`src/hw/rtl/source_text_comment_stripper_macros.svh`:
```
// ---------------------------------------------------------------------------
// Comment stripper assertion macros
// Concurrent check helpers; they expand to nothing in synthesis.
// ---------------------------------------------------------------------------
`ifndef SOURCE_TEXT_COMMENT_STRIPPER_MACROS_SVH
`define SOURCE_TEXT_COMMENT_STRIPPER_MACROS_SVH

`ifndef SYNTHESIS

// Same-cycle implication, sampled on clk, off during rst.
`define CTS_ASSERT_IMP(lbl, ante, cons, msg) \
  lbl: assert property (@(posedge clk) disable iff (rst) (ante) |-> (cons)) \
    else $error(msg);

// Next-cycle implication, sampled on clk, off during rst.
`define CTS_ASSERT_NXT(lbl, ante, cons, msg) \
  lbl: assert property (@(posedge clk) disable iff (rst) (ante) |=> (cons)) \
    else $error(msg);

`else

`define CTS_ASSERT_IMP(lbl, ante, cons, msg)
`define CTS_ASSERT_NXT(lbl, ante, cons, msg)

`endif

`endif

```
`src/hw/rtl/cts_pkg.sv`:
```
// ---------------------------------------------------------------------------
// Comment stripper package
// Character codes, result kinds, scan state and result bundle types.
// ---------------------------------------------------------------------------
package cts_pkg;

  localparam logic [7:0] CH_CR    = 8'h0D;
  localparam logic [7:0] CH_LF    = 8'h0A;
  localparam logic [7:0] CH_BSL   = 8'h5C;
  localparam logic [7:0] CH_SLASH = 8'h2F;
  localparam logic [7:0] CH_STAR  = 8'h2A;
  localparam logic [7:0] CH_SPACE = 8'h20;

  // Most results one byte can cause.
  localparam int MAX_RES   = 4;
  localparam int RES_CNT_W = $clog2(MAX_RES + 1);
  localparam int RES_IDX_W = $clog2(MAX_RES);

  // Bundles buffered between front and back; power of two, at least 2.
  localparam int QUEUE_DEPTH = 2;

  typedef enum logic [1:0] {
    KIND_BYTE     = 2'd0,
    KIND_END_OK   = 2'd1,
    KIND_END_OPEN = 2'd2
  } kind_t;

  typedef enum logic [1:0] {
    MODE_CODE  = 2'd0,
    MODE_LINE  = 2'd1,
    MODE_BLOCK = 2'd2
  } mode_t;

  typedef struct packed {
    logic  after_cr;
    logic  held_bsl;
    mode_t mode;
    logic  held_slash;
    logic  held_star;
  } scan_state_t;

  typedef struct packed {
    logic [7:0] ch;
    kind_t      kind;
  } res_t;

  typedef struct packed {
    res_t [MAX_RES-1:0]   items;
    logic [RES_CNT_W-1:0] count;
  } bundle_t;

endpackage

```
`src/hw/rtl/cts_in_if.sv`:
```
// ---------------------------------------------------------------------------
// Comment stripper input channel
// Raw source bytes with an end-of-text flag, valid/ready handshake.
// ---------------------------------------------------------------------------
interface cts_in_if;
  logic       valid;
  logic       ready;
  logic [7:0] char_in;
  logic       end_of_text;

  modport source (output valid, output char_in, output end_of_text, input ready);
  modport sink   (input valid, input char_in, input end_of_text, output ready);
endinterface

```
`src/hw/rtl/cts_out_if.sv`:
```
// ---------------------------------------------------------------------------
// Comment stripper output channel
// Filtered bytes and end-of-text status, valid/ready handshake.
// ---------------------------------------------------------------------------
interface cts_out_if;
  logic       valid;
  logic       ready;
  logic [7:0] char_out;
  logic [1:0] kind;
  logic       run_last;

  modport source (output valid, output char_out, output kind, output run_last,
                  input ready);
  modport sink   (input valid, input char_out, input kind, input run_last,
                  output ready);
endinterface

```
`src/hw/rtl/source_text_comment_stripper.sv`:
```
// ---------------------------------------------------------------------------
// Source text comment stripper
// Folds newlines, splices backslash-newline and replaces comments by spaces.
// ---------------------------------------------------------------------------
// Usage:
//   text_in  (sink)   : one raw source byte per request in char_in, with
//                       end_of_text set on the final byte of a text.
//   text_out (source) : filtered results; kind is byte, end ok, or end with
//                       an open block comment. run_last flags the final
//                       result caused by one input byte. A byte that is
//                       absorbed (held slash, backslash, comment body, LF
//                       of CR LF) causes no result at all.
//   Path     : a byte's bundle is registered in the queue, then in cts_back.
//   Throughput: a byte can be taken every cycle while the bundle queue has
//                room; the back end drains one result a cycle while
//                text_out.ready is high, so a byte that causes several
//                results (up to four) holds the output for each of them.
//                Typical text sustains one byte a cycle when unstalled.
//   Stall    : when text_out.ready is low the back end holds its result,
//                the queue fills, then text_in.ready drops. Nothing is lost.
//   Reset    : rst (synchronous) clears scan state, queue and output; after
//                end_of_text the scanner returns to reset state on its own.
// ---------------------------------------------------------------------------
`include "source_text_comment_stripper_macros.svh"

module source_text_comment_stripper #(
  parameter int QueueDepth = cts_pkg::QUEUE_DEPTH
) (
  input  logic      clk,
  input  logic      rst,
  cts_in_if.sink    text_in,
  cts_out_if.source text_out
);

  // front to queue
  logic                 push;
  cts_pkg::bundle_t     push_data;
  logic                 q_full;
  cts_pkg::scan_state_t scan_state;

  // queue to back
  logic                 pop;
  logic                 q_not_empty;
  cts_pkg::bundle_t     pop_data;

  // Front: classifies each byte and builds its result bundle combinationally.
  cts_front u_front (
    .clk        (clk),
    .rst        (rst),
    .text_in    (text_in),
    .queue_full (q_full),
    .push       (push),
    .push_data  (push_data),
    .state      (scan_state)
  );

  // Queue: decouples byte intake from result delivery.
  cts_queue #(
    .Depth (QueueDepth)
  ) u_queue (
    .clk       (clk),
    .rst       (rst),
    .push      (push),
    .push_data (push_data),
    .full      (q_full),
    .pop       (pop),
    .not_empty (q_not_empty),
    .pop_data  (pop_data)
  );

  // Back: serializes bundles onto the output channel.
  cts_back u_back (
    .clk       (clk),
    .rst       (rst),
    .not_empty (q_not_empty),
    .pop_data  (pop_data),
    .pop       (pop),
    .text_out  (text_out)
  );

  // End results are always the last of their byte and carry a zero byte.
  `CTS_ASSERT_IMP(a_end_is_last, text_out.valid && text_out.kind != cts_pkg::KIND_BYTE, text_out.run_last && text_out.char_out == 8'h00, "end result not last or nonzero")
  // The front never writes a full queue.
  `CTS_ASSERT_IMP(a_no_overflow, push, !q_full, "push into full queue")
  // The final byte of a text leaves the scanner in its reset state.
  `CTS_ASSERT_NXT(a_eot_clears, text_in.valid && text_in.ready && text_in.end_of_text, scan_state == '0, "scan state not cleared after end of text")
  // Every accepted final byte produces a bundle.
  `CTS_ASSERT_IMP(a_eot_pushes, text_in.valid && text_in.ready && text_in.end_of_text, push, "end of text without result")

endmodule

```
`src/hw/rtl/cts_front.sv`:
```
// ---------------------------------------------------------------------------
// Comment stripper front end
// Takes one byte per request, runs newline folding, splicing and comment
// removal, and pushes the resulting bundle of up to four results, if any.
// ---------------------------------------------------------------------------
module cts_front (
  input  logic                  clk,
  input  logic                  rst,
  cts_in_if.sink                text_in,
  input  logic                  queue_full,
  output logic                  push,
  output cts_pkg::bundle_t      push_data,
  output cts_pkg::scan_state_t  state
);

  typedef struct packed {
    cts_pkg::scan_state_t st;
    cts_pkg::bundle_t     b;
  } step_t;

  function automatic step_t emit(step_t s, logic [7:0] ch, cts_pkg::kind_t k);
    step_t r;
    r = s;
    if (s.b.count < cts_pkg::RES_CNT_W'(cts_pkg::MAX_RES)) begin
      r.b.items[s.b.count[cts_pkg::RES_IDX_W-1:0]] = '{ch: ch, kind: k};
      r.b.count = s.b.count + 1'b1;
    end
    return r;
  endfunction

  function automatic step_t comment_feed(step_t s, logic [7:0] c);
    step_t r;
    logic  go;
    r  = s;
    go = 1'b0;
    if (s.st.mode == cts_pkg::MODE_LINE) begin
      if (c == cts_pkg::CH_LF) begin
        r.st.mode = cts_pkg::MODE_CODE;
        r = emit(r, c, cts_pkg::KIND_BYTE);
      end
    end else if (s.st.mode == cts_pkg::MODE_BLOCK) begin
      if (s.st.held_star && c == cts_pkg::CH_SLASH) begin
        r.st.mode      = cts_pkg::MODE_CODE;
        r.st.held_star = 1'b0;
      end else begin
        r.st.held_star = (c == cts_pkg::CH_STAR);
      end
    end else begin
      go = 1'b1;
      if (s.st.held_slash) begin
        r.st.held_slash = 1'b0;
        if (c == cts_pkg::CH_SLASH) begin
          r.st.mode = cts_pkg::MODE_LINE;
          r  = emit(r, cts_pkg::CH_SPACE, cts_pkg::KIND_BYTE);
          go = 1'b0;
        end else if (c == cts_pkg::CH_STAR) begin
          r.st.mode      = cts_pkg::MODE_BLOCK;
          r.st.held_star = 1'b0;
          r  = emit(r, cts_pkg::CH_SPACE, cts_pkg::KIND_BYTE);
          go = 1'b0;
        end else begin
          r = emit(r, cts_pkg::CH_SLASH, cts_pkg::KIND_BYTE);
        end
      end
      if (go) begin
        if (c == cts_pkg::CH_SLASH) begin
          r.st.held_slash = 1'b1;
        end else begin
          r = emit(r, c, cts_pkg::KIND_BYTE);
        end
      end
    end
    return r;
  endfunction

  function automatic step_t splice_feed(step_t s, logic [7:0] c);
    step_t r;
    r = s;
    if (s.st.held_bsl) begin
      if (c == cts_pkg::CH_LF) begin
        r.st.held_bsl = 1'b0;
      end else if (c == cts_pkg::CH_BSL) begin
        r = comment_feed(r, cts_pkg::CH_BSL);
      end else begin
        r.st.held_bsl = 1'b0;
        r = comment_feed(r, cts_pkg::CH_BSL);
        r = comment_feed(r, c);
      end
    end else if (c == cts_pkg::CH_BSL) begin
      r.st.held_bsl = 1'b1;
    end else begin
      r = comment_feed(r, c);
    end
    return r;
  endfunction

  step_t s0;
  step_t s1;
  step_t s2;
  logic  accept;

  always_comb begin
    s0      = '0;
    s0.st   = state;
    s1      = s0;
    s2      = s0;
    // newline folding
    if (text_in.char_in == cts_pkg::CH_CR) begin
      s1.st.after_cr = 1'b1;
      s1 = splice_feed(s1, cts_pkg::CH_LF);
    end else if (text_in.char_in == cts_pkg::CH_LF && state.after_cr) begin
      s1.st.after_cr = 1'b0;
    end else begin
      s1.st.after_cr = 1'b0;
      s1 = splice_feed(s1, text_in.char_in);
    end
    // end-of-text flush
    s2 = s1;
    if (text_in.end_of_text) begin
      if (s2.st.held_bsl) begin
        s2.st.held_bsl = 1'b0;
        s2 = comment_feed(s2, cts_pkg::CH_BSL);
      end
      if (s2.st.held_slash && s2.st.mode != cts_pkg::MODE_LINE &&
          s2.st.mode != cts_pkg::MODE_BLOCK) begin
        s2.st.held_slash = 1'b0;
        s2 = emit(s2, cts_pkg::CH_SLASH, cts_pkg::KIND_BYTE);
      end
      s2 = emit(s2, 8'h00, (s2.st.mode == cts_pkg::MODE_BLOCK) ?
                cts_pkg::KIND_END_OPEN : cts_pkg::KIND_END_OK);
      s2.st = '0;
    end
  end

  assign text_in.ready = !queue_full;
  assign accept        = text_in.valid && text_in.ready;
  assign push          = accept && (s2.b.count != '0);
  assign push_data     = s2.b;

  always_ff @(posedge clk) begin
    if (rst) begin
      state <= '0;
    end else if (accept) begin
      state <= s2.st;
    end
  end

endmodule

```
`src/hw/rtl/cts_queue.sv`:
```
// ---------------------------------------------------------------------------
// Comment stripper bundle queue
// Small FIFO of result bundles between the front and back ends.
// ---------------------------------------------------------------------------
module cts_queue #(
  parameter int Depth = cts_pkg::QUEUE_DEPTH
) (
  input  logic             clk,
  input  logic             rst,
  input  logic             push,
  input  cts_pkg::bundle_t push_data,
  output logic             full,
  input  logic             pop,
  output logic             not_empty,
  output cts_pkg::bundle_t pop_data
);

  localparam int PtrW = $clog2(Depth);
  localparam int CntW = $clog2(Depth + 1);

  cts_pkg::bundle_t mem [Depth];
  logic [PtrW-1:0]  wr_ptr;
  logic [PtrW-1:0]  rd_ptr;
  logic [CntW-1:0]  count;

  assign full      = (count == CntW'(Depth));
  assign not_empty = (count != '0);
  assign pop_data  = mem[rd_ptr];

  always_ff @(posedge clk) begin
    if (push) begin
      mem[wr_ptr] <= push_data;
    end
  end

  always_ff @(posedge clk) begin
    if (rst) begin
      wr_ptr <= '0;
      rd_ptr <= '0;
      count  <= '0;
    end else begin
      if (push) begin
        wr_ptr <= wr_ptr + 1'b1;
      end
      if (pop) begin
        rd_ptr <= rd_ptr + 1'b1;
      end
      if (push && !pop) begin
        count <= count + 1'b1;
      end else if (pop && !push) begin
        count <= count - 1'b1;
      end
    end
  end

endmodule

```
`src/hw/rtl/cts_back.sv`:
```
// ---------------------------------------------------------------------------
// Comment stripper back end
// Unpacks one bundle at a time to text_out; one result a cycle when ready.
// ---------------------------------------------------------------------------
module cts_back (
  input  logic             clk,
  input  logic             rst,
  input  logic             not_empty,
  input  cts_pkg::bundle_t pop_data,
  output logic             pop,
  cts_out_if.source        text_out
);

  cts_pkg::bundle_t              cur;
  logic                          cur_valid;
  logic [cts_pkg::RES_IDX_W-1:0] idx;
  logic                          last;
  logic                          advance;
  logic                          take;
  cts_pkg::res_t                 item;

  assign item    = cur.items[idx];
  assign last    = ({1'b0, idx} == (cur.count - 1'b1));
  assign advance = text_out.valid && text_out.ready;
  assign take    = !cur_valid || (advance && last);
  assign pop     = take && not_empty;

  assign text_out.valid    = cur_valid;
  assign text_out.char_out = item.ch;
  assign text_out.kind     = item.kind;
  assign text_out.run_last = last;

  always_ff @(posedge clk) begin
    if (pop) begin
      cur <= pop_data;
    end
  end

  always_ff @(posedge clk) begin
    if (rst) begin
      cur_valid <= 1'b0;
      idx       <= '0;
    end else if (take) begin
      cur_valid <= not_empty;
      idx       <= '0;
    end else if (advance) begin
      idx <= idx + 1'b1;
    end
  end

endmodule

```
`src/flat_wrapper.sv`:
```
// flat-port wrapper written by rule: the top's interface ports become plain ports
module source_text_comment_stripper_flat 
#(
  parameter int QueueDepth = cts_pkg::QUEUE_DEPTH
)
  (clk, rst, text_in_valid, text_in_char_in, text_in_end_of_text, text_in_ready, text_out_valid, text_out_char_out, text_out_kind, text_out_run_last, text_out_ready);
  cts_in_if text_in_i ();
  cts_out_if text_out_i ();
  input  logic clk;
  input  logic rst;
  input wire logic [$bits(text_in_i.valid)-1:0] text_in_valid;
  input wire logic [$bits(text_in_i.char_in)-1:0] text_in_char_in;
  input wire logic [$bits(text_in_i.end_of_text)-1:0] text_in_end_of_text;
  output wire logic [$bits(text_in_i.ready)-1:0] text_in_ready;
  output wire logic [$bits(text_out_i.valid)-1:0] text_out_valid;
  output wire logic [$bits(text_out_i.char_out)-1:0] text_out_char_out;
  output wire logic [$bits(text_out_i.kind)-1:0] text_out_kind;
  output wire logic [$bits(text_out_i.run_last)-1:0] text_out_run_last;
  input wire logic [$bits(text_out_i.ready)-1:0] text_out_ready;
  assign text_in_i.valid = text_in_valid;
  assign text_in_i.char_in = text_in_char_in;
  assign text_in_i.end_of_text = text_in_end_of_text;
  assign text_in_ready = text_in_i.ready;
  assign text_out_valid = text_out_i.valid;
  assign text_out_char_out = text_out_i.char_out;
  assign text_out_kind = text_out_i.kind;
  assign text_out_run_last = text_out_i.run_last;
  assign text_out_i.ready = text_out_ready;
  source_text_comment_stripper #(.QueueDepth(QueueDepth)) u_core (.clk(clk), .rst(rst), .text_in(text_in_i), .text_out(text_out_i));
endmodule
```
`config.mk`:
```
export PLATFORM = sky130hd
export DESIGN_NAME = source_text_comment_stripper_flat
export DESIGN_NICKNAME = d
export VERILOG_FILES = /design/src/hw/rtl/cts_pkg.sv /design/src/hw/rtl/cts_in_if.sv /design/src/hw/rtl/cts_out_if.sv /design/src/hw/rtl/source_text_comment_stripper.sv /design/src/hw/rtl/cts_front.sv /design/src/hw/rtl/cts_queue.sv /design/src/hw/rtl/cts_back.sv /design/src/flat_wrapper.sv
export VERILOG_INCLUDE_DIRS = /design/src /design/src/hw/rtl
export SDC_FILE = /design/constraint.sdc
export NUM_CORES = 1
export LEC_CHECK = 0
export ABC_AREA = 1
export BUFFER_PORTS_ARGS = -buffer_cell sky130_fd_sc_hd__buf_2
export CAP_MARGIN = 10
export CELL_PAD_IN_SITES_DETAIL_PLACEMENT = 1
export CELL_PAD_IN_SITES_GLOBAL_PLACEMENT = 2
export CORE_MARGIN = 2
export CORE_UTILIZATION = 30
export DETAILED_ROUTE_END_ITERATION = 8
export PLACE_DENSITY = 0.64
export SYNTH_ARGS = -nofsm -noshare
export SYNTH_HDL_FRONTEND = slang
export SYNTH_SLANG_ARGS = --single-unit
```
`constraint.sdc`:
```
create_clock -name clk -period 10.1 [get_ports clk]
set_input_delay 2.02 -clock clk [delete_from_list [all_inputs] [get_ports clk]]
set_output_delay 2.02 -clock clk [all_outputs]
set_load 0.05 [all_outputs]
```
==> impl_metrics.toml, run 1 <==
[run_status]
outcome = "completed"

[worst_setup_path]
timing_worst_setup_path_type = "in2reg"
critical_path.most_common_cell = "sky130_fd_sc_hd__nand2_1"
worstRegToRegCells = 38
worst-path-max-fanout = 32
worst-path-buf-inv = 7
cp_slowest_cell = "sky130_fd_sc_hd__nor2_4"
path_delay_family = "simple AND/OR/NAND/NOR gates"
worst_setup_path_start_kind = "primary input"
cp_slowest_stage_delay_ns = 0.77
critical_path_arrival_ns = 7.70
reg2reg_to = "u_core.u_queue.mem[0][16]"
worst_setup_path_end_kind = "flip-flop"
register_to_register_setup_slack_ns = 2.87
crit-reg2reg-launch = "u_core.u_front.state[2]"
critical_path_required_ns = 10.20

[sta]
timing.final.setup_violations = 0
final_hold_viol_count = 0
finClkSkew_ns = 0.0100
finalMaxSlewViolations = 0
rsz0062_at_grt = "no"
maxSlewHeadroom_pct = 33.7
setup-tns-final_ns = 0
period_utilization_pct = 75.3
worst_hold_slack_ns = 0.492
min_period_ns = 7.60
worst-slew-pin-transition_ns = 0.992
post-route-worst-setup-slack_ns = 2.50
fmaxAchievable_ghz = 0.132

[job]
maxCapViolCount = 0

[floorplanning]
die_w_um = 169
die_height_um = 169
dieArea_um2 = 28400
start_util_pct = 30.3
core_area_um2 = 26800
num_rows = 60
num_io_pins = 26

[clock_tree]
tritoncts_clock_tree = "done"
post-cts-setup-buffers = 0
cts_resized = 0
cts_max_path_buffers = 2
cts_htree_levels = 4
post_cts_hold_buffer_count = 0
cts.sink_count = 142
cts.root.buffer_cell = "sky130_fd_sc_hd__clkbuf_16"
worstSkewPairLatency_ns = 0.41
cts_buffers = 17
clkSlewWorstSetupHoldPaths_ns = 0.06

[grt]
grt-ovfl-total = 0
gr-usage-all-layers_pct = 19.9
grt_pass1_vias = 6750
antenna_found_initial = 0
global_route_wire_length_before_repair_um = 42100
largest_net_degree_at_the_start_of_global_routing = 47

[routing]
totalWireLength_um = 27400
initialDrtViolationCount = 444
number_of_routed_nets_with_antenna_violations = 0
routed_wire_length_per_instance_um = 20.7
route.detailed.drc = 0
routed-via-count = 6650
drt_first_pass_iters = 5
routed_via_density = 5.03

[hold_path]
worst_hold_path_type = "reg2reg"
worstHoldPathCells = 2
min_to = "u_core.u_queue.count[1]"
holdCritStartpoint = "u_core.u_queue.count[1]"

[placed_design]
hpwlAfterDp_um = 20800
numPlacedInstances = 1291
place.port_buffers = 25
pre_cts_ws_ns = 2.04
gpl.final_weighted_congestion = 0.947

[synth]
syn_inst = 947
yosys.area.top_type = "sky130_fd_sc_hd__edfxtp_1"
synth_edf_count = 129
yosysWarningCount = 0
sequential_cell_area_fraction_in_the_yosys_report_pct = 50.9
post_synth_net_total = 991
postSynth.asyncResetShare_pct = 0
synth_area_per_cell_um2 = 8.57
synth_area_leaders = "sky130_fd_sc_hd__edfxtp_1 48%, sky130_fd_sc_hd__nand2_1 12%, sky130_fd_sc_hd__ha_1 4.6%"
ys.flop_type = "sky130_fd_sc_hd__edfxtp_1"
post_synth_instance_area_um2 = 8120
yosys.area.top_type_share_pct = 47.7
synth.lib_cells_used.distinct = 47
ffs_latches_synth = 142

[finish]
area_taken_by_multi_input_logic_gates_um2 = 3460
num-fill-cells = 3153
layoutNonFillerInstCount = 1323
sequential_cell_area_um2 = 4130
number_of_inserted_diodes = 0
post_route_cells_drive_above_1_share_pct = 12.9
area_overhead_of_the_layout_relative_to_synthesis_pct = 13.1
fin_nets = 1013

[power]
leakage_nw = 3.86
total_design_power_w = 0.00193
power-per-cell-area_nw_per_um2 = 210
vdd_drop_max_uv = 103
==> power by group <==
group | total, W | switching (W) | internal, W
combinational | 0.000468 | 0.000364 | 0.000104
clock | 0.000606 | 0.000258 | 0.000348
sequential | 0.000855 | 0.0000324 | 0.000823
total | 0.00193 | 0.000655 | 0.00128
==> per-stage QoR <==
step,util (%),area (um2)
floorplan,-,8120
global placement,32.1,8600
detailed placement,32.1,8600
CTS,34.3,9180
global route,34.3,9180
finish,34.3,9180
==> cell usage in the layout, fill, tap and decap left out, drive strengths merged, types with 2 or more instances in the layout <==
cell,count
buf,33
edfxtp,129
nand2,283
clkinv,7
o2111ai,2
nand3,48
nor3,10
o211ai,7
ha,30
clkinvlp,2
nand4,8
a211oi,2
nor4,2
o22ai,26
xor2,3
a31oi,5
dfxtp,13
o31ai,2
a22oi,6
o21ai,74
clkbuf,17
a21oi,48
nor2,105
or2,2
inv,111
==> state kept, by name, indices dropped and copies added (netlist names) <==
signal and count:
u_core.u_queue.wr_ptr 1, u_core.u_back.idx 2, u_core.u_queue.mem 86, u_core.u_front.state 6, u_core.u_back.text_out.valid 1, u_core.u_queue.count 2, u_core.u_queue.rd_ptr 1, u_core.u_back.cur 43
==> worst min-delay path: stages, from the launching register on <==
cell,delay (ns)
sky130_fd_sc_hd__dfxtp_1,0.32
sky130_fd_sc_hd__inv_1,0.07
sky130_fd_sc_hd__a21oi_1,0.06
==> worst max-delay path by stage <==
stage                                     end          startpoint  slack, ns  cells after the start
global placement    u_core.u_queue.mem[0][35]  text_in_char_in[6]       2.27                     33
floorplan            u_core.u_queue.mem[0][0]  text_in_char_in[4]       2.12                     35
CTS                 u_core.u_queue.mem[0][16]  text_in_char_in[6]       2.46                     33
detailed placement  u_core.u_queue.mem[0][35]  text_in_char_in[6]       2.04                     33
global route         u_core.u_queue.mem[0][6]  text_in_char_in[6]       2.02                     33
finish              u_core.u_queue.mem[0][16]  text_in_char_in[4]       2.50                     33
==> cells by family (layout without fill, tap and decap cells) <==
logic type / after synthesis / after routing / synth area share, %
compound gates: 175 / 175 / 12.3
xor+xnor: 4 / 4 / 0.432
fa+ha+maj: 31 / 31 / 4.87
buf+inv: 136 / 171 / 6.69
flops: 142 / 142 / 50.9
simple gates: 459 / 459 / 24.8
==> area by class of cell <==
cell class	count	area share (%)
Sequential cell	142	45.0
Multi-Input combinational cell	669	37.7
Tap cell	341	4.65
Clock buffer	17	4.63
Inverter	106	4.36
Timing Repair Buffer	33	2.02
Clock inverter	15	1.68
==> synth_stat cells, types with 8 or more instances <==
cell type	n
sky130_fd_sc_hd__nor3_1	10
sky130_fd_sc_hd__nand2_1	266
sky130_fd_sc_hd__nor2_1	92
sky130_fd_sc_hd__ha_1	30
sky130_fd_sc_hd__a21oi_1	45
sky130_fd_sc_hd__inv_2	13
sky130_fd_sc_hd__o22ai_1	26
sky130_fd_sc_hd__edfxtp_1	129
sky130_fd_sc_hd__nand2_2	14
sky130_fd_sc_hd__o21ai_0	69
sky130_fd_sc_hd__inv_1	91
sky130_fd_sc_hd__dfxtp_1	13
sky130_fd_sc_hd__nand3_1	40
sky130_fd_sc_hd__nor2_4	8
sky130_fd_sc_hd__clkbuf_1	20
==> per-layer routing <==
layer | vias to the layer above | GRT usage [%] | wire [um]
met3 | 18 | 3.69 | 1020
met5 | - | 0 | 0
li1 | 3234 | - | -
met2 | 110 | 32.5 | 12900
met4 | 0 | 4.65 | 340
met1 | 3288 | 27.4 | 13200
No activity file was read; power rests on OpenSTA's default activity.
==> run 2, diff against run 1 <==
--- a/config.mk
+++ b/config.mk
@@ -6,7 +6,7 @@
 export SDC_FILE = /design/constraint.sdc
 export NUM_CORES = 1
 export LEC_CHECK = 0
-export ABC_AREA = 1
+export ABC_AREA = 0
 export BUFFER_PORTS_ARGS = -buffer_cell sky130_fd_sc_hd__buf_2
 export CAP_MARGIN = 10
 export CELL_PAD_IN_SITES_DETAIL_PLACEMENT = 1
@@ -14,7 +14,7 @@
 export CORE_MARGIN = 2
 export CORE_UTILIZATION = 30
 export DETAILED_ROUTE_END_ITERATION = 8
-export PLACE_DENSITY = 0.64
+export PLACE_DENSITY = 0.59
 export SYNTH_ARGS = -nofsm -noshare
 export SYNTH_HDL_FRONTEND = slang
 export SYNTH_SLANG_ARGS = --single-unit
==> constraint.sdc (replaced) <==
create_clock -name clk -period 8 [get_ports clk]
set_input_delay 1.6 -clock clk [delete_from_list [all_inputs] [get_ports clk]]
set_output_delay 1.6 -clock clk [all_outputs]
set_load 0.05 [all_outputs]
==> run 2 against run 1 <==
Clock skew up 0.0044 ns. Largest cell class unchanged. Hold slack better by 0.024 ns. Cell area down 0.87%. Die area down 2.2%. Total power up 23%. Sequential share of layout area up 0.42 points. Highest routed layer unchanged. Core utilization up 0.77 points. Synthesized cell count down 28%. Global-route usage down 2.3 points. First-iteration DRC count down 30%.
==> impl_metrics.toml, run 2 <==
[worst_setup_path]
reg2reg_to = "u_core.u_queue.count[1]"
crit-reg2reg-launch = "u_core.u_front.state[3]"
timing_worst_setup_path_type = "in2reg"
worstRegToRegCells = 35
cp_slowest_cell = "sky130_fd_sc_hd__nor4bb_2"
cp_slowest_stage_delay_ns = 0.59
worst-path-max-fanout = 14
worst_setup_path_end_kind = "flip-flop"
worst_setup_path_start_kind = "primary input"
critical_path.most_common_cell = "sky130_fd_sc_hd__ha_1"
critical_path_required_ns = 8.35
critical_path_arrival_ns = 7.71
register_to_register_setup_slack_ns = 0.73

[synth]
synth_area_per_cell_um2 = 11.6
postSynth.asyncResetShare_pct = 0
ffs_latches_synth = 142
post_synth_net_total = 728
syn_inst = 685
synthMostInstantiatedCell = "sky130_fd_sc_hd__edfxtp_1"
synth.lib_cells_used.distinct = 84
synth_area_leaders = "sky130_fd_sc_hd__edfxtp_1 49%, sky130_fd_sc_hd__mux2_2 6.4%, sky130_fd_sc_hd__ha_1 4.6%"
sequential_cell_area_fraction_in_the_yosys_report_pct = 52.1
ys.flop_type = "sky130_fd_sc_hd__edfxtp_1"
yosys.area.top_type_share_pct = 48.8
synth.top_cells.by_count = "129 x sky130_fd_sc_hd__edfxtp_1, 51 x sky130_fd_sc_hd__a21oi_1, 49 x sky130_fd_sc_hd__nand2_1"
post_synth_instance_area_um2 = 7940
yosys.area.top_type = "sky130_fd_sc_hd__edfxtp_1"
synth_edf_count = 129
yosysWarningCount = 0

[clock_tree]
cts_buffers = 17
cts_max_path_buffers = 2
cts.root.buffer_cell = "sky130_fd_sc_hd__clkbuf_16"
cts.sink_count = 142
worstSkewPairLatency_ns = 0.42
tritoncts_clock_tree = "done"
clkSlewWorstSetupHoldPaths_ns = 0.07
cts_htree_levels = 4

[sta]
finalMaxSlewViolations = 0
timing.final.setup_violations = 0
worst-slew-pin-transition_ns = 1.11
fmaxAchievable_ghz = 0.136
rsz0062_at_grt = "no"
worst_hold_slack_ns = 0.516
period_utilization_pct = 92.0
final_hold_viol_count = 0
min_period_ns = 7.36
finClkSkew_ns = 0.0144
maxSlewHeadroom_pct = 25.9
setup-tns-final_ns = 0

[power]
vdd_drop_max_uv = 172
leakage_nw = 3.28
power-per-cell-area_nw_per_um2 = 260

[hold_path]
worstHoldPathCells = 1
worst_hold_path_type = "reg2reg"
holdCritStartpoint = "u_core.u_back.text_out.valid"
min_to = "u_core.u_back.idx[1]"

[finish]
num-fill-cells = 2829
fin_nets = 754
reg_top3 = "u_core.u_queue.mem: 86 flops, u_core.u_back.cur: 43 flops, u_core.u_front.state: 6 flops"
largest_register_ff_count = 86
area_overhead_of_the_layout_relative_to_synthesis_pct = 14.7
registers.top_by_ff_count = "u_core.u_queue.mem"
most_common_library_cell_in_the_layout_ignoring_fill_and_taps = "sky130_fd_sc_hd__edfxtp_1"
layout_common_cells = "129 x sky130_fd_sc_hd__edfxtp_1, 50 x sky130_fd_sc_hd__a21oi_1, 49 x sky130_fd_sc_hd__nand2_1, 48 x sky130_fd_sc_hd__nor2_1, 45 x sky130_fd_sc_hd__mux2_2"
post_route_cells_drive_above_1_share_pct = 23.3
number_of_inserted_diodes = 0

[floorplanning]
num_rows = 59
core_area_um2 = 26000
dieArea_um2 = 27800
num_io_pins = 26
die_height_um = 167
start_util_pct = 30.5
die_w_um = 167

[routing]
routed-via-count = 5712
number_of_routed_nets_with_antenna_violations = 0
initialDrtViolationCount = 311
route.detailed.drc = 0
drt_first_pass_iters = 4
routed_wire_length_per_instance_um = 22.4
totalWireLength_um = 23800
routed_via_density = 5.39

[grt]
antenna_found_initial = 0
global_route_wire_length_before_repair_um = 37200
largest_net_degree_at_the_start_of_global_routing = 45
grt_pass1_vias = 6023
grt-ovfl-total = 0
gr-usage-all-layers_pct = 17.6

[job]
maxCapViolCount = 0

[run_status]
outcome = "completed"

[placed_design]
place.port_buffers = 25
hpwlAfterDp_um = 17700
gpl.final_weighted_congestion = 0.913
## run 2: report_power, final
part	switching, W	total [W]	internal, W
Combinational	0.000311	0.000489	0.000179
Sequential	0.0000763	0.00109	0.00102
Clock	0.000318	0.000782	0.000464
Total	0.000705	0.00237	0.00166
## run 2: cell families (layout without fill, tap and decap cells)
family / after synthesis / count (layout) / share of synthesized area, %
AND/OR/NAND/NOR: 200 / 200 / 13.4
AO/OA/AOI/OAI: 173 / 173 / 14.9
flip-flops: 142 / 142 / 52.1
buffers and inverters: 69 / 108 / 3.56
multiplexers: 59 / 59 / 9.73
adder cells (fa/ha/maj): 30 / 30 / 4.82
XOR/XNOR: 12 / 12 / 1.51
## run 2: worst max path at each step
stage,from,end,slack (ns),cells after the start
6_report,text_in_char_in[3],u_core.u_queue.count[1],0.64,29
5_1_grt,text_in_char_in[3],u_core.u_queue.count[1],0.04,29
4_1_cts,u_core.u_front.state[2],u_core.u_queue.count[1],0.38,35
3_5_place_dp,text_in_char_in[3],u_core.u_queue.count[1],0.20,29
3_3_place_gp,text_in_char_in[3],u_core.u_queue.count[1],0.44,29
2_1_floorplan,text_in_char_in[7],u_core.u_queue.mem[0][0],0.18,26
## run 2: what timing repair did
action	in CTS	in global routing
resized for setup	0	4
buffers inserted	0	2
endpoints found under the setup margin	0	58
hold buffers	0	0
## run 2: cell type report
type / count / area, um2 / share of cell area [%]
Clock buffer: 17 / 425 / 4.67
Clock inverter: 15 / 160 / 1.76
Inverter: 27 / 103 / 1.13
Multi-Input combinational cell: 474 / 3530 / 38.8
Sequential cell: 142 / 4140 / 45.4
Tap cell: 335 / 419 / 4.60
Timing Repair Buffer: 49 / 330 / 3.63
## run 2: layer usage
layer / GRT usage, % / share of wire [%]
met5: 0 / 0
met4: 6.03 / 2.6
met3: 3.47 / 3.8
met2: 29.1 / 48
met1: 23.0 / 46
## run 2: metrics by stage
| step | util (%) | cell area, um2 | power, W | setup slack (ns) | instances |
|---|---|---|---|---|---|
| floorplan | - | 7940 | 0.00146 | 0.176 | 685 |
| global placement | 32.7 | 8490 | 0.00160 | 0.444 | 1025 |
| detailed placement | 32.7 | 8490 | 0.00161 | 0.199 | 1025 |
| CTS | 34.9 | 9080 | 0.00240 | 0.378 | 1057 |
| global route | 35.0 | 9100 | 0.00248 | 0.0403 | 1059 |
| finish | 35.0 | 9100 | 0.00237 | 0.644 | 1059 |
## run 2: worst max-delay path, delay by kind of cell
family | cells | cell delay [ns]
buf+inv | 3 | 0.35
fa+ha+maj | 5 | 1.43
compound gates | 13 | 2.22
simple gates | 8 | 2.10
==> run 3, diff against run 2 <==
--- a/config.mk
+++ b/config.mk
@@ -12,9 +12,10 @@
 export CELL_PAD_IN_SITES_DETAIL_PLACEMENT = 1
 export CELL_PAD_IN_SITES_GLOBAL_PLACEMENT = 2
 export CORE_MARGIN = 2
-export CORE_UTILIZATION = 30
+export CORE_UTILIZATION = 43
 export DETAILED_ROUTE_END_ITERATION = 8
-export PLACE_DENSITY = 0.59
+export HOLD_SLACK_MARGIN = 0.1
+export PLACE_DENSITY = 0.8
 export SYNTH_ARGS = -nofsm -noshare
 export SYNTH_HDL_FRONTEND = slang
 export SYNTH_SLANG_ARGS = --single-unit
==> run 3 against run 2 <==
Core utilization is 15 points higher. Clock power is 4.0% higher. First-iteration DRC count is 47% higher. Non-clock buffer count is 1 higher. Register-to-register slack worse by 0.12 ns. Critical path type is now reg2reg. Highest routed layer unchanged.
==> impl_metrics.toml, run 3 (same netlist as run 2, synthesis figures left out) <==
[power]
power-per-cell-area_nw_per_um2 = 267
combPwrFrac_pct = 20.4
vdd_drop_max_uv = 189
leakage_nw = 3.29
power.switching_w = 0.000711
internal_power_w = 0.00169
total_design_power_w = 0.00240
power.share.sequential_pct = 45.7
power_switching_share_pct = 29.6
share_clk_of_total_power_pct = 33.8

[clock_tree]
cts_resized = 0
cts_buffers = 17
post-cts-setup-buffers = 0
worstSkewPairLatency_ns = 0.42
post_cts_hold_buffer_count = 0
cts_max_path_buffers = 2
tritoncts_clock_tree = "done"
cts_htree_levels = 4
cts.root.buffer_cell = "sky130_fd_sc_hd__clkbuf_16"
cts.sink_count = 142
clkSlewWorstSetupHoldPaths_ns = 0.07

[placed_design]
hpwlAfterDp_um = 16200
place.port_buffers = 25
gpl.final_weighted_congestion = 0.938

[grt]
largest_net_degree_at_the_start_of_global_routing = 45
grt-ovfl-total = 0
gr-usage-all-layers_pct = 23.4
antenna_found_initial = 0
global_route_wire_length_before_repair_um = 35300
grt_pass1_vias = 6137

[worst_setup_path]
startpoint = "u_core.u_front.state[3]"
cp_slowest_stage_delay_ns = 0.39
timing_worst_setup_path_type = "reg2reg"
worst-path-max-fanout = 7
crit-reg2reg-launch = "u_core.u_front.state[3]"
worst_setup_path_start_kind = "flip-flop"
worst_setup_path_end_kind = "flip-flop"
critical_path_required_ns = 8.35
cp_slowest_cell = "sky130_fd_sc_hd__dfxtp_1"
critical_path_arrival_ns = 7.74
critical_path.most_common_cell = "sky130_fd_sc_hd__ha_1"

[job]
maxCapViolCount = 0

[routing]
route.detailed.drc = 0
routed_via_density = 6.07
initialDrtViolationCount = 456
routed_wire_length_per_instance_um = 23.5
totalWireLength_um = 22400
number_of_routed_nets_with_antenna_violations = 0
drt_first_pass_iters = 5
routed-via-count = 5787

[finish]
reg_top3 = "u_core.u_queue.mem: 86 flops, u_core.u_back.cur: 43 flops, u_core.u_front.state: 6 flops"
num-fill-cells = 1935
fin_nets = 755
layout_common_cells = "129 x sky130_fd_sc_hd__edfxtp_1, 51 x sky130_fd_sc_hd__a21oi_1, 49 x sky130_fd_sc_hd__nand2_1, 46 x sky130_fd_sc_hd__nor2_1, 45 x sky130_fd_sc_hd__mux2_2"
sequential_cell_area_um2 = 4140
area_taken_by_multi_input_logic_gates_um2 = 3540
most_common_library_cell_in_the_layout_ignoring_fill_and_taps = "sky130_fd_sc_hd__edfxtp_1"
largest_register_ff_count = 86
number_of_inserted_diodes = 0
registers.top_by_ff_count = "u_core.u_queue.mem"
area_overhead_of_the_layout_relative_to_synthesis_pct = 13.5
post_route_cells_drive_above_1_share_pct = 23.7

[floorplanning]
die_height_um = 140
dieArea_um2 = 19600
num_io_pins = 26
start_util_pct = 44.0
num_rows = 49
core_area_um2 = 18000
die_w_um = 140

[sta]
period_utilization_pct = 92.4
min_period_ns = 7.39
finalMaxSlewViolations = 0
maxSlewHeadroom_pct = 22.7
fmaxAchievable_ghz = 0.135
rsz0062_at_grt = "no"
setup-tns-final_ns = 0
timing.final.setup_violations = 0
worst-slew-pin-transition_ns = 1.16
finClkSkew_ns = 0.0116
final_hold_viol_count = 0

[run_status]
outcome = "completed"

[hold_path]
holdCritStartpoint = "u_core.u_back.text_out.valid"
worst_hold_path_type = "reg2reg"
[run 3: through the flow]
step	hold WS, ns	setup WS [ns]	std cells	area [um2]	util, %
floorplan	0.476	0.176	685	7940	-
global placement	0.487	0.483	922	8380	46.5
detailed placement	0.496	0.0682	922	8380	46.5
CTS	0.509	0.315	954	8990	49.9
global route	0.534	0.00701	954	9010	50.0
finish	0.505	0.610	954	9010	50.0
[run 3: worst max-delay path: cells and delay by family, from the launching register on]
kind	cells	cell delay [ns]
and+or+nand+nor	10	2.28
DFF	1	0.39
adders and majority gates	8	2.06
AOI/OAI and AO/OA	12	2.23
buffers and inverters	4	0.34
[run 3: worst paths after layout]
kind | end | slack (ns) | cells past startpoint
worst max-delay path | u_core.u_queue.count[1] | 0.61 | 34
worst min-delay path | u_core.u_back.idx[0] | 0.51 | 1
worst max register to register | u_core.u_queue.count[1] | 0.61 | 34
worst min register to register | u_core.u_back.idx[0] | 0.51 | 1
[run 3: power by group through the flow]
stage | sequential (W) | combinational (W) | clock [W]
global route | 0.00112 | 0.000529 | 0.000855
detailed placement | 0.00112 | 0.000492 | 0
global placement | 0.00110 | 0.000480 | 0
finish | 0.00110 | 0.000491 | 0.000813
floorplan | 0.00107 | 0.000393 | 0
CTS | 0.00110 | 0.000497 | 0.000825
[run 3: layout make-up]
| cell class | instances | share of cell area [%] |
|---|---|---|
| clock buffer | 17 | 4.72 |
| clock inverter | 15 | 2.00 |
| inverter | 27 | 1.14 |
| multi-input combinational | 474 | 39.3 |
| sequential | 142 | 45.9 |
| tap | 229 | 3.18 |
| timing repair buffer | 50 | 3.75 |
[run 3: routing by layer]
metal / track usage [%] / wire [um] / vias to the layer above
li1: - / - / 2676
met1: 31.2 / 10000 / 2931
met2: 39.7 / 11200 / 155
met3: 3.65 / 898 / 25
met4: 6.84 / 332 / 0
met5: 0 / 0 / -
